## src/hw/rtl/arf_pkg.sv

```systemverilog
// shared types and constants of the arma residual filter
`default_nettype none

package arf_pkg;

    // field widths
    localparam int KIND_W      = 2;
    localparam int IDX_W       = 5;
    localparam int COEF_W      = 24;
    localparam int DATA_W      = 32;
    localparam int AR_ORDER_W  = 5;
    localparam int MA_ORDER_W  = 3;
    localparam int CFG_IDX_W   = 2;
    localparam int PROD_W      = COEF_W + DATA_W;
    localparam int ACC_W       = 64;
    localparam int FRAC_SHIFT  = 20;

    // stream packing
    localparam int COEF_IDX_LSB = 0;
    localparam int COEF_VAL_LSB = COEF_IDX_LSB + IDX_W;
    localparam int SAMPLE_LSB   = COEF_VAL_LSB + COEF_W;
    localparam int S_TDATA_W    = 64;
    localparam int M_TDATA_W    = 32;

    localparam logic signed [ACC_W-1:0]  ROUND_HALF = 64'sh0000_0000_0008_0000;
    localparam logic signed [DATA_W-1:0] SAT_POS    = 32'sh7FFF_FFFF;
    localparam logic signed [DATA_W-1:0] SAT_NEG    = 32'sh8000_0000;

    typedef enum logic [KIND_W-1:0] {
        KIND_LOAD_AR = 2'd0,
        KIND_LOAD_MA = 2'd1,
        KIND_SAMPLE  = 2'd2,
        KIND_RESTART = 2'd3
    } kind_t;

    localparam logic [CFG_IDX_W-1:0] CFG_AR_ORDER  = 2'd0;
    localparam logic [CFG_IDX_W-1:0] CFG_MA_ORDER  = 2'd1;
    localparam logic [CFG_IDX_W-1:0] CFG_INTERCEPT = 2'd2;

    typedef struct packed {
        logic ar_wr;
        logic ma_wr;
        logic clear;
        logic start;
        logic mac_ar;
        logic mac_ma;
        logic compute;
        logic push;
        logic out_load;
    } arf_cmd_t;

    typedef struct packed {
        logic emit;
    } arf_status_t;

endpackage

`default_nettype wire

```

## src/hw/rtl/arf_ctrl.sv

```systemverilog
// sequencer of the arma residual filter: item decode, tap stepping, result handshake
`default_nettype none

module arf_ctrl #(
    parameter int MAX_AR = 20,
    parameter int MAX_MA = 5,
    parameter int STW    = 5
) (
    input  wire logic                      aclk,
    input  wire logic                      aresetn,
    input  wire logic                      s_tvalid,
    output logic                           s_tready,
    input  wire logic [arf_pkg::KIND_W-1:0] s_tuser,
    output logic                           m_tvalid,
    input  wire logic                      m_tready,
    input  wire arf_pkg::arf_status_t      status,
    output arf_pkg::arf_cmd_t              cmd,
    output logic [STW-1:0]                 tap_idx
);
    import arf_pkg::*;

    typedef enum logic [2:0] {
        ST_IDLE,
        ST_AR,
        ST_MA,
        ST_DRAIN,
        ST_ROUND,
        ST_FINISH
    } state_t;

    state_t         state_reg;
    logic [STW-1:0] step_reg;
    logic           m_tvalid_reg;
    kind_t          kind;
    logic           accept;
    logic           out_free;

    assign kind     = kind_t'(s_tuser);
    assign s_tready = (state_reg == ST_IDLE);
    assign accept   = s_tvalid && s_tready;
    assign out_free = !m_tvalid_reg || m_tready;
    assign m_tvalid = m_tvalid_reg;
    assign tap_idx  = step_reg;

    always_comb begin
        cmd = '0;
        case (state_reg)
            ST_IDLE: begin
                if (accept) begin
                    case (kind)
                        KIND_LOAD_AR: cmd.ar_wr = 1'b1;
                        KIND_LOAD_MA: cmd.ma_wr = 1'b1;
                        KIND_SAMPLE:  cmd.start = 1'b1;
                        KIND_RESTART: cmd.clear = 1'b1;
                        default:      cmd = '0;
                    endcase
                end
            end
            ST_AR:    cmd.mac_ar = 1'b1;
            ST_MA:    cmd.mac_ma = 1'b1;
            ST_ROUND: cmd.compute = 1'b1;
            ST_FINISH: begin
                // a result waits here until the output register is free
                if (!status.emit || out_free) begin
                    cmd.push     = 1'b1;
                    cmd.out_load = status.emit;
                end
            end
            default: cmd = '0;
        endcase
    end

    always_ff @(posedge aclk) begin
        if (!aresetn) begin
            state_reg    <= ST_IDLE;
            step_reg     <= '0;
            m_tvalid_reg <= 1'b0;
        end else begin
            if (cmd.out_load) begin
                m_tvalid_reg <= 1'b1;
            end else if (m_tready) begin
                m_tvalid_reg <= 1'b0;
            end
            case (state_reg)
                ST_IDLE: begin
                    step_reg <= '0;
                    if (cmd.start) begin
                        state_reg <= status.emit ? ST_AR : ST_FINISH;
                    end
                end
                ST_AR: begin
                    if (step_reg == STW'(MAX_AR - 1)) begin
                        step_reg  <= '0;
                        state_reg <= ST_MA;
                    end else begin
                        step_reg <= step_reg + 1'b1;
                    end
                end
                ST_MA: begin
                    if (step_reg == STW'(MAX_MA - 1)) begin
                        step_reg  <= '0;
                        state_reg <= ST_DRAIN;
                    end else begin
                        step_reg <= step_reg + 1'b1;
                    end
                end
                ST_DRAIN: state_reg <= ST_ROUND;
                ST_ROUND: state_reg <= ST_FINISH;
                ST_FINISH: begin
                    if (cmd.push) begin
                        state_reg <= ST_IDLE;
                    end
                end
                default: state_reg <= ST_IDLE;
            endcase
        end
    end

endmodule

`default_nettype wire

```

## src/hw/rtl/arf_datapath.sv

```systemverilog
// coefficient tables, histories, shared multiply-accumulate and residual rounding
`default_nettype none

module arf_datapath #(
    parameter int MAX_AR = 20,
    parameter int MAX_MA = 5,
    parameter int STW    = 5
) (
    input  wire logic                                aclk,
    input  wire logic                                aresetn,
    input  wire arf_pkg::arf_cmd_t                   cmd,
    input  wire logic [STW-1:0]                      tap_idx,
    input  wire logic                                cfg_wr_en,
    input  wire logic [arf_pkg::CFG_IDX_W-1:0]       cfg_index,
    input  wire logic [arf_pkg::DATA_W-1:0]          cfg_wdata,
    input  wire logic [arf_pkg::IDX_W-1:0]           coef_index,
    input  wire logic signed [arf_pkg::COEF_W-1:0]   coef_value,
    input  wire logic signed [arf_pkg::DATA_W-1:0]   sample,
    output arf_pkg::arf_status_t                     status,
    output logic signed [arf_pkg::DATA_W-1:0]        residual,
    output logic                                     saturated
);
    import arf_pkg::*;

    localparam int MAXP = (MAX_AR > MAX_MA) ? MAX_AR : MAX_MA;
    localparam int CW   = (STW > IDX_W) ? STW : IDX_W;
    localparam int AIW  = (MAX_AR > 1) ? $clog2(MAX_AR) : 1;
    localparam int MIW  = (MAX_MA > 1) ? $clog2(MAX_MA) : 1;
    localparam int TOPW = ACC_W - FRAC_SHIFT - DATA_W + 1;

    logic [AR_ORDER_W-1:0]     ar_order_reg;
    logic [MA_ORDER_W-1:0]     ma_order_reg;
    logic signed [DATA_W-1:0]  intercept_reg;

    logic signed [COEF_W-1:0]  ar_tab_reg [MAX_AR];
    logic signed [COEF_W-1:0]  ma_tab_reg [MAX_MA];
    logic signed [DATA_W-1:0]  sh_reg     [MAX_AR];
    logic signed [DATA_W-1:0]  rh_reg     [MAX_MA];
    logic [STW-1:0]            seen_reg;

    logic signed [DATA_W-1:0]  x_reg;
    logic signed [PROD_W-1:0]  prod_reg;
    logic                      prod_vld_reg;
    logic signed [ACC_W-1:0]   acc_reg;
    logic signed [ACC_W-1:0]   y_reg;
    logic signed [DATA_W-1:0]  res_out_reg;
    logic                      sat_out_reg;

    logic [CW-1:0]             p_eff;
    logic [CW-1:0]             q_eff;
    logic                      ar_use;
    logic                      ma_use;
    logic                      ar_slot_ok;
    logic                      ma_slot_ok;
    logic signed [COEF_W-1:0]  op_a;
    logic signed [DATA_W-1:0]  op_b;
    logic signed [PROD_W-1:0]  prod_calc;
    logic [TOPW-1:0]           y_top;
    logic                      ovf;
    logic signed [DATA_W-1:0]  res_sat;
    logic signed [DATA_W-1:0]  res_push;

    // orders above the table depth act as the depth
    assign p_eff = (CW'(ar_order_reg) > CW'(MAX_AR)) ? CW'(MAX_AR) : CW'(ar_order_reg);
    assign q_eff = (CW'(ma_order_reg) > CW'(MAX_MA)) ? CW'(MAX_MA) : CW'(ma_order_reg);
    assign status.emit = (CW'(seen_reg) >= p_eff) && (CW'(seen_reg) >= q_eff);

    assign ar_use     = CW'(tap_idx) < p_eff;
    assign ma_use     = CW'(tap_idx) < q_eff;
    assign ar_slot_ok = CW'(coef_index) < CW'(MAX_AR);
    assign ma_slot_ok = CW'(coef_index) < CW'(MAX_MA);

    // configuration registers
    always_ff @(posedge aclk) begin
        if (!aresetn) begin
            ar_order_reg  <= '0;
            ma_order_reg  <= '0;
            intercept_reg <= '0;
        end else if (cfg_wr_en) begin
            case (cfg_index)
                CFG_AR_ORDER:  ar_order_reg  <= cfg_wdata[AR_ORDER_W-1:0];
                CFG_MA_ORDER:  ma_order_reg  <= cfg_wdata[MA_ORDER_W-1:0];
                CFG_INTERCEPT: intercept_reg <= $signed(cfg_wdata);
                default: ;
            endcase
        end
    end

    // coefficient tables rotate one slot per tap step, back in place after a full phase
    always_ff @(posedge aclk) begin
        if (!aresetn) begin
            for (int i = 0; i < MAX_AR; i++) ar_tab_reg[i] <= '0;
            for (int j = 0; j < MAX_MA; j++) ma_tab_reg[j] <= '0;
        end else begin
            if (cmd.ar_wr && ar_slot_ok) begin
                ar_tab_reg[AIW'(coef_index)] <= coef_value;
            end else if (cmd.mac_ar) begin
                for (int i = 0; i < MAX_AR; i++) ar_tab_reg[i] <= ar_tab_reg[(i + 1) % MAX_AR];
            end
            if (cmd.ma_wr && ma_slot_ok) begin
                ma_tab_reg[MIW'(coef_index)] <= coef_value;
            end else if (cmd.mac_ma) begin
                for (int j = 0; j < MAX_MA; j++) ma_tab_reg[j] <= ma_tab_reg[(j + 1) % MAX_MA];
            end
        end
    end

    // sample and residual histories, entry 0 most recent
    always_ff @(posedge aclk) begin
        if (!aresetn || cmd.clear) begin
            for (int i = 0; i < MAX_AR; i++) sh_reg[i] <= '0;
            for (int j = 0; j < MAX_MA; j++) rh_reg[j] <= '0;
            seen_reg <= '0;
        end else if (cmd.push) begin
            sh_reg[0] <= x_reg;
            for (int i = 1; i < MAX_AR; i++) sh_reg[i] <= sh_reg[i-1];
            rh_reg[0] <= res_push;
            for (int j = 1; j < MAX_MA; j++) rh_reg[j] <= rh_reg[j-1];
            if (seen_reg < STW'(MAXP)) begin
                seen_reg <= seen_reg + 1'b1;
            end
        end else begin
            if (cmd.mac_ar) begin
                for (int i = 0; i < MAX_AR; i++) sh_reg[i] <= sh_reg[(i + 1) % MAX_AR];
            end
            if (cmd.mac_ma) begin
                for (int j = 0; j < MAX_MA; j++) rh_reg[j] <= rh_reg[(j + 1) % MAX_MA];
            end
        end
    end

    // shared multiplier, product registered before the accumulator
    assign op_a      = cmd.mac_ar ? ar_tab_reg[0] : ma_tab_reg[0];
    assign op_b      = cmd.mac_ar ? sh_reg[0] : rh_reg[0];
    assign prod_calc = op_a * op_b;

    always_ff @(posedge aclk) begin
        if (!aresetn) begin
            prod_vld_reg <= 1'b0;
        end else begin
            prod_vld_reg <= cmd.mac_ar || cmd.mac_ma;
        end
    end

    always_ff @(posedge aclk) begin
        if (cmd.mac_ar || cmd.mac_ma) begin
            prod_reg <= (cmd.mac_ar ? ar_use : ma_use) ? prod_calc : '0;
        end
        if (cmd.start) begin
            x_reg   <= sample;
            // rounding half folded into the starting value
            acc_reg <= (ACC_W'(intercept_reg) <<< FRAC_SHIFT) - ROUND_HALF;
        end else if (prod_vld_reg) begin
            acc_reg <= acc_reg + ACC_W'(prod_reg);
        end
        if (cmd.compute) begin
            y_reg <= (ACC_W'(x_reg) <<< FRAC_SHIFT) - acc_reg;
        end
        if (cmd.out_load) begin
            res_out_reg <= res_sat;
            sat_out_reg <= ovf;
        end
    end

    // floor shift by the fraction width, then clip to 32 bits
    assign y_top    = y_reg[ACC_W-1:FRAC_SHIFT+DATA_W-1];
    assign ovf      = (y_top != '0) && (y_top != '1);
    assign res_sat  = ovf ? (y_reg[ACC_W-1] ? SAT_NEG : SAT_POS)
                          : y_reg[FRAC_SHIFT+DATA_W-1:FRAC_SHIFT];
    assign res_push = status.emit ? res_sat : '0;

    assign residual  = res_out_reg;
    assign saturated = sat_out_reg;

endmodule

`default_nettype wire

```

## src/hw/rtl/arma_residual_filter_core.sv

```systemverilog
// top level of the streaming arma inverse filter
`default_nettype none

// Streaming ARMA inverse filter. Each input transaction carries a kind in
// s_tuser: an AR or MA coefficient load (Q4.20) or a restart, each giving no
// result, or a sample (Q16.16). A sample past the warm-up of max(ar_order,
// ma_order) samples, each order capped at its table depth, yields one result
// transaction with the rounded, saturated residual sample - prediction and a
// clip flag in m_tuser. A sample is accepted, then a single 24x32
// multiply-accumulate steps through every slot of both coefficient tables,
// followed by the product register drain, the rounding and the saturation.
// Warm-up samples skip the multiply-accumulate. The result sits in an output
// register, so the next transaction is accepted while it waits; a sample whose
// result is ready stalls only if the previous result has still not been taken.
// Configuration writes are taken at any time and should be made while idle.
module arma_residual_filter_core #(
    parameter int MAX_AR = 20,
    parameter int MAX_MA = 5
) (
    input  wire logic                                aclk,
    input  wire logic                                aresetn,
    input  wire logic                                s_tvalid,
    output logic                                     s_tready,
    // coef_index [4:0], coef_value [28:5], sample [60:29], zero fill [63:61]
    input  wire logic [arf_pkg::S_TDATA_W-1:0]       s_tdata,
    // kind [1:0]
    input  wire logic [arf_pkg::KIND_W-1:0]          s_tuser,
    output logic                                     m_tvalid,
    input  wire logic                                m_tready,
    // residual [31:0]
    output logic [arf_pkg::M_TDATA_W-1:0]            m_tdata,
    // saturated [0]
    output logic [0:0]                               m_tuser,
    input  wire logic                                cfg_wr_en,
    input  wire logic [arf_pkg::CFG_IDX_W-1:0]       cfg_index,
    input  wire logic [arf_pkg::DATA_W-1:0]          cfg_wdata
);
    import arf_pkg::*;

    localparam int MAXP = (MAX_AR > MAX_MA) ? MAX_AR : MAX_MA;
    localparam int STW  = $clog2(MAXP + 1);

    arf_cmd_t                 cmd;
    arf_status_t              status;
    logic [STW-1:0]           tap_idx;
    logic signed [DATA_W-1:0] residual;
    logic                     saturated;

    arf_ctrl #(
        .MAX_AR (MAX_AR),
        .MAX_MA (MAX_MA),
        .STW    (STW)
    ) u_ctrl (
        .aclk     (aclk),
        .aresetn  (aresetn),
        .s_tvalid (s_tvalid),
        .s_tready (s_tready),
        .s_tuser  (s_tuser),
        .m_tvalid (m_tvalid),
        .m_tready (m_tready),
        .status   (status),
        .cmd      (cmd),
        .tap_idx  (tap_idx)
    );

    arf_datapath #(
        .MAX_AR (MAX_AR),
        .MAX_MA (MAX_MA),
        .STW    (STW)
    ) u_datapath (
        .aclk       (aclk),
        .aresetn    (aresetn),
        .cmd        (cmd),
        .tap_idx    (tap_idx),
        .cfg_wr_en  (cfg_wr_en),
        .cfg_index  (cfg_index),
        .cfg_wdata  (cfg_wdata),
        .coef_index (s_tdata[COEF_IDX_LSB +: IDX_W]),
        .coef_value ($signed(s_tdata[COEF_VAL_LSB +: COEF_W])),
        .sample     ($signed(s_tdata[SAMPLE_LSB +: DATA_W])),
        .status     (status),
        .residual   (residual),
        .saturated  (saturated)
    );

    assign m_tdata    = residual;
    assign m_tuser[0] = saturated;

endmodule

`default_nettype wire

```

## config.mk

```make
export PLATFORM = sky130hd
export DESIGN_NAME = arma_residual_filter_core
export DESIGN_NICKNAME = d
export VERILOG_FILES = /design/src/hw/rtl/arf_pkg.sv /design/src/hw/rtl/arf_ctrl.sv /design/src/hw/rtl/arf_datapath.sv /design/src/hw/rtl/arma_residual_filter_core.sv
export SDC_FILE = /design/constraint.sdc
export NUM_CORES = 2
export LEC_CHECK = 0
export BUFFER_PORTS_ARGS = -buffer_cell sky130_fd_sc_hd__clkbuf_2
export CAP_MARGIN = 10
export CORE_ASPECT_RATIO = 1.2
export CORE_UTILIZATION = 64
export CTS_CLUSTER_SIZE = 30
export DETAILED_ROUTE_END_ITERATION = 12
export GPL_ROUTABILITY_DRIVEN = 0
export PLACE_DENSITY = 0.84
export RECOVER_POWER = 100
export SLEW_MARGIN = 0
export SYNTH_ARGS = -nofsm -noshare
export SYNTH_HDL_FRONTEND = slang
export SYNTH_HIERARCHICAL = 1
export SYNTH_SLANG_ARGS = --single-unit
```

## constraint.sdc

```tcl
create_clock -name aclk -period 23 [get_ports aclk]
set_input_delay 0 -clock aclk [delete_from_list [all_inputs] [get_ports aclk]]
set_output_delay 0 -clock aclk [all_outputs]
set_load 0.01 [all_outputs]
```

==> flow_metrics.py <==
metrics = {
    "clock_tree": {
        "cts_root_buf": "clkbuf_16",
        "worstSkewPairLatency_ns": 0.85,
        "cts_tree": "built",
        "clock-sinks": 1684,
        "htree_num_levels": 4,
        "clock_path_buffers": 3,
        "path_clk_slew_ns": 0.07,
        "cts_made_buffers": 164,
    },
    "drt": {
        "drc_errors": 0,
        "drtIter0Drc": 10829,
        "wirelength_um": 288900,
        "drt_first_pass_iters": 10,
        "dr_total_vias": 76854,
        "post_drt_wl_per_cell_um": 24.86,
        "ant_nets": 0,
        "avgViaCountPerCell": 6.612,
    },
    "worst_hold_path": {
        "min_path_cells": 4,
        "hold_class": "primary input to flip-flop",
        "hp-start": "cfg_wdata[1]",
        "hold_path_end": "u_datapath/ar_order_reg[1]",
    },
    "logic_synthesis": {
        "synth_top_area_share_pct": 47.55,
        "synth_edf_count": 1629,
        "synthArstFlopShare_pct": 0,
        "ys_types": 93,
        "yosysTopAreaCell": "edfxtp_1",
        "ys_seq_area_share_pct": 48.62,
        "synth_flop_cell": "edfxtp_1",
        "avgSynthCellArea_um2": 11.00,
        "ys_ff_latch": 1684,
        "syn_nets": 10512,
        "synth_area_leaders": "edfxtp_1, fa_1, nand2_1",
        "synth.yosys.warnings": 6,
        "synthCells": 9349,
        "synth_area_mm2": 0.1029,
    },
    "critical_path": {
        "reg2reg_from": "u_ctrl/state_reg[0]",
        "critical_path.slowest_cell": "clkbuf_1",
        "rr_worst_depth": 28,
        "regToRegSetupSlack_ns": 6.96,
        "r2r_end": "u_datapath/prod_reg[52]",
        "start_kind": "flip-flop",
        "critPathCaptureType": "flip-flop",
        "arrival_ns": 16.59,
        "worstPathMaxFanout": 53,
        "path_common_cell": "fa_1",
        "worstPathRequired_ns": 23.54,
        "critPathKind": "flip-flop to flip-flop",
        "max_stage_delay_ns": 2.90,
    },
    "layout": {
        "mostFrequentLayoutCell": "nand2_1",
        "syn_to_final_growth_pct": 9.297,
        "layout_common_cells": "nand2_1, edfxtp_1, inv_1",
        "fill_cells": 10223,
        "largest_reg_flops": 640,
        "nNetsFinal": 10537,
        "drive_gt1_share_pct": 5.730,
    },
    "job": {
        "maxCapViolCount": 48,
    },
    "grt": {
        "track_usage_pct": 35.46,
        "grt_pass1_vias": 76786,
        "antenna_found_initial": 14,
        "grt_pass1_wl_um": 439300,
        "overflow": 0,
        "grt_max_degree": 235,
    },
    "placed_design": {
        "portBuffers": 136,
        "dpl.hpwl_um": 187300,
    },
    "run_status": {
        "status": "finished, violations left",
        "violations": "capacitance limit, slew limit",
    },
    "floorplanning": {
        "dieHeight_um": 441.2,
        "initial_core_util_pct": 64.73,
        "ios": 140,
        "rows": 160,
        "die_w_um": 368.0,
        "core_area_mm2": 0.1590,
        "dieArea_mm2": 0.1624,
    },
    "timing": {
        "finalHoldViolations": 0,
        "slew_violations": 2415,
        "skew_ns": 0.07539,
        "fin_crit_sh_pct": 69.76,
        "tightest_slew_ns": 5.503,
        "layout_min_cycle_time_ns": 16.04,
        "maxSlewHeadroom_pct": -266.9,
        "rsz0062_at_grt": "no",
        "finalSetupTns_ns": 0,
        "setup_viol": 0,
        "clock.fmax_mhz": 62.33,
    },
}
[cell type report]
cell class | count | area, um2 | share of cell area [%]
inverters | 855 | 3209 | 2.854
flip-flops and latches | 1684 | 50020 | 44.48
clock inverters | 105 | 1207 | 1.074
well taps | 2106 | 2635 | 2.343
diodes | 6 | 15.01 | 0.01335
clock buffers | 198 | 4284 | 3.810
multi-input cells | 6179 | 47390 | 42.15
repair buffers | 490 | 3685 | 3.277
[synthesized netlist by cell type, drive strengths merged, types with 55 or more instances]
| cell | instances |
|---|---|
| nor2 | 585 |
| xor2 | 71 |
| xnor2 | 102 |
| mux2i | 66 |
| ha | 274 |
| a21oi | 721 |
| nand3 | 82 |
| dfxtp | 55 |
| nor3 | 56 |
| inv | 854 |
| fa | 784 |
| clkbuf | 569 |
| nand2 | 1866 |
| o21ai | 189 |
| edfxtp | 1629 |
| buf | 62 |
| a21o | 100 |
| a22o | 746 |
[how the worst max path moves through the flow]
| stage | start | endpoint | slack (ns) | cells after the start |
|---|---|---|---|---|
| 2_1_floorplan | u_ctrl/state_reg[0] | u_datapath/sh_reg[0][0] | 6.71 | 6 |
| 3_3_place_gp | u_ctrl/state_reg[0] | u_datapath/prod_reg[53] | 12.55 | 27 |
| 3_5_place_dp | u_ctrl/state_reg[0] | u_datapath/prod_reg[53] | 12.37 | 27 |
| 4_1_cts | u_ctrl/state_reg[0] | u_datapath/prod_reg[53] | 12.23 | 27 |
| 5_1_grt | u_ctrl/state_reg[0] | u_datapath/sh_reg[0][445] | 6.50 | 10 |
| 6_report | u_ctrl/state_reg[0] | u_datapath/prod_reg[52] | 6.96 | 28 |
[what timing repair did]
action                                 in CTS  in global routing
setup buffers                               0                  0
endpoints found under the hold margin     181                  0
resized for setup                           0                  0
hold buffers                              214                  0
[metrics by stage]
| step | instances | util, % | cell area (um2) | hold WS [ns] | setup slack (ns) |
|---|---|---|---|---|---|
| floorplan | 9349 | - | 102900 | 0.09887 | 6.712 |
| global placement | 11092 | 66.19 | 105200 | 0.1790 | 12.55 |
| detailed placement | 11092 | 66.19 | 105200 | 0.1794 | 12.37 |
| CTS | 11609 | 70.99 | 112800 | 0.00002126 | 12.23 |
| global route | 11619 | 70.74 | 112400 | 0.08606 | 6.500 |
| finish | 11623 | 70.74 | 112400 | 0.05857 | 6.956 |
[metal layers]
metal	track usage [%]	wire length (um)	share of wire [%]	vias up
met5	0	106	0.037	-
met1	42.70	95260	33	37489
li1	-	-	-	32219
met3	8.957	33700	12	1579
met4	26.83	27000	9.3	16
met2	55.45	132800	46	5551
[worst max-delay path: cells and delay by family (launching register included)]
family | cells | cell delay [ns]
adders and majority gates | 8 | 4.33
AOI/OAI and AO/OA | 5 | 2.12
DFF | 1 | 0.70
buffers and inverters | 8 | 6.78
muxes | 1 | 0.53
and+or+nand+nor | 6 | 1.18
[cells by family (layout without fill, tap and decap cells)]
family / after synthesis / count (layout) / share of synthesized area, %
fa+ha+maj: 1058 / 1058 / 18.59
buf+inv: 1486 / 1648 / 5.439
flops: 1684 / 1684 / 48.62
other cells: 0 / 6 / 0
simple gates: 2830 / 2830 / 11.18
compound gates: 1998 / 1998 / 13.47
mux: 120 / 120 / 1.233
xor+xnor: 173 / 173 / 1.473
Power is not shown: default switching activity piles up to over one toggle a cycle in this logic, so the estimate is an artifact.
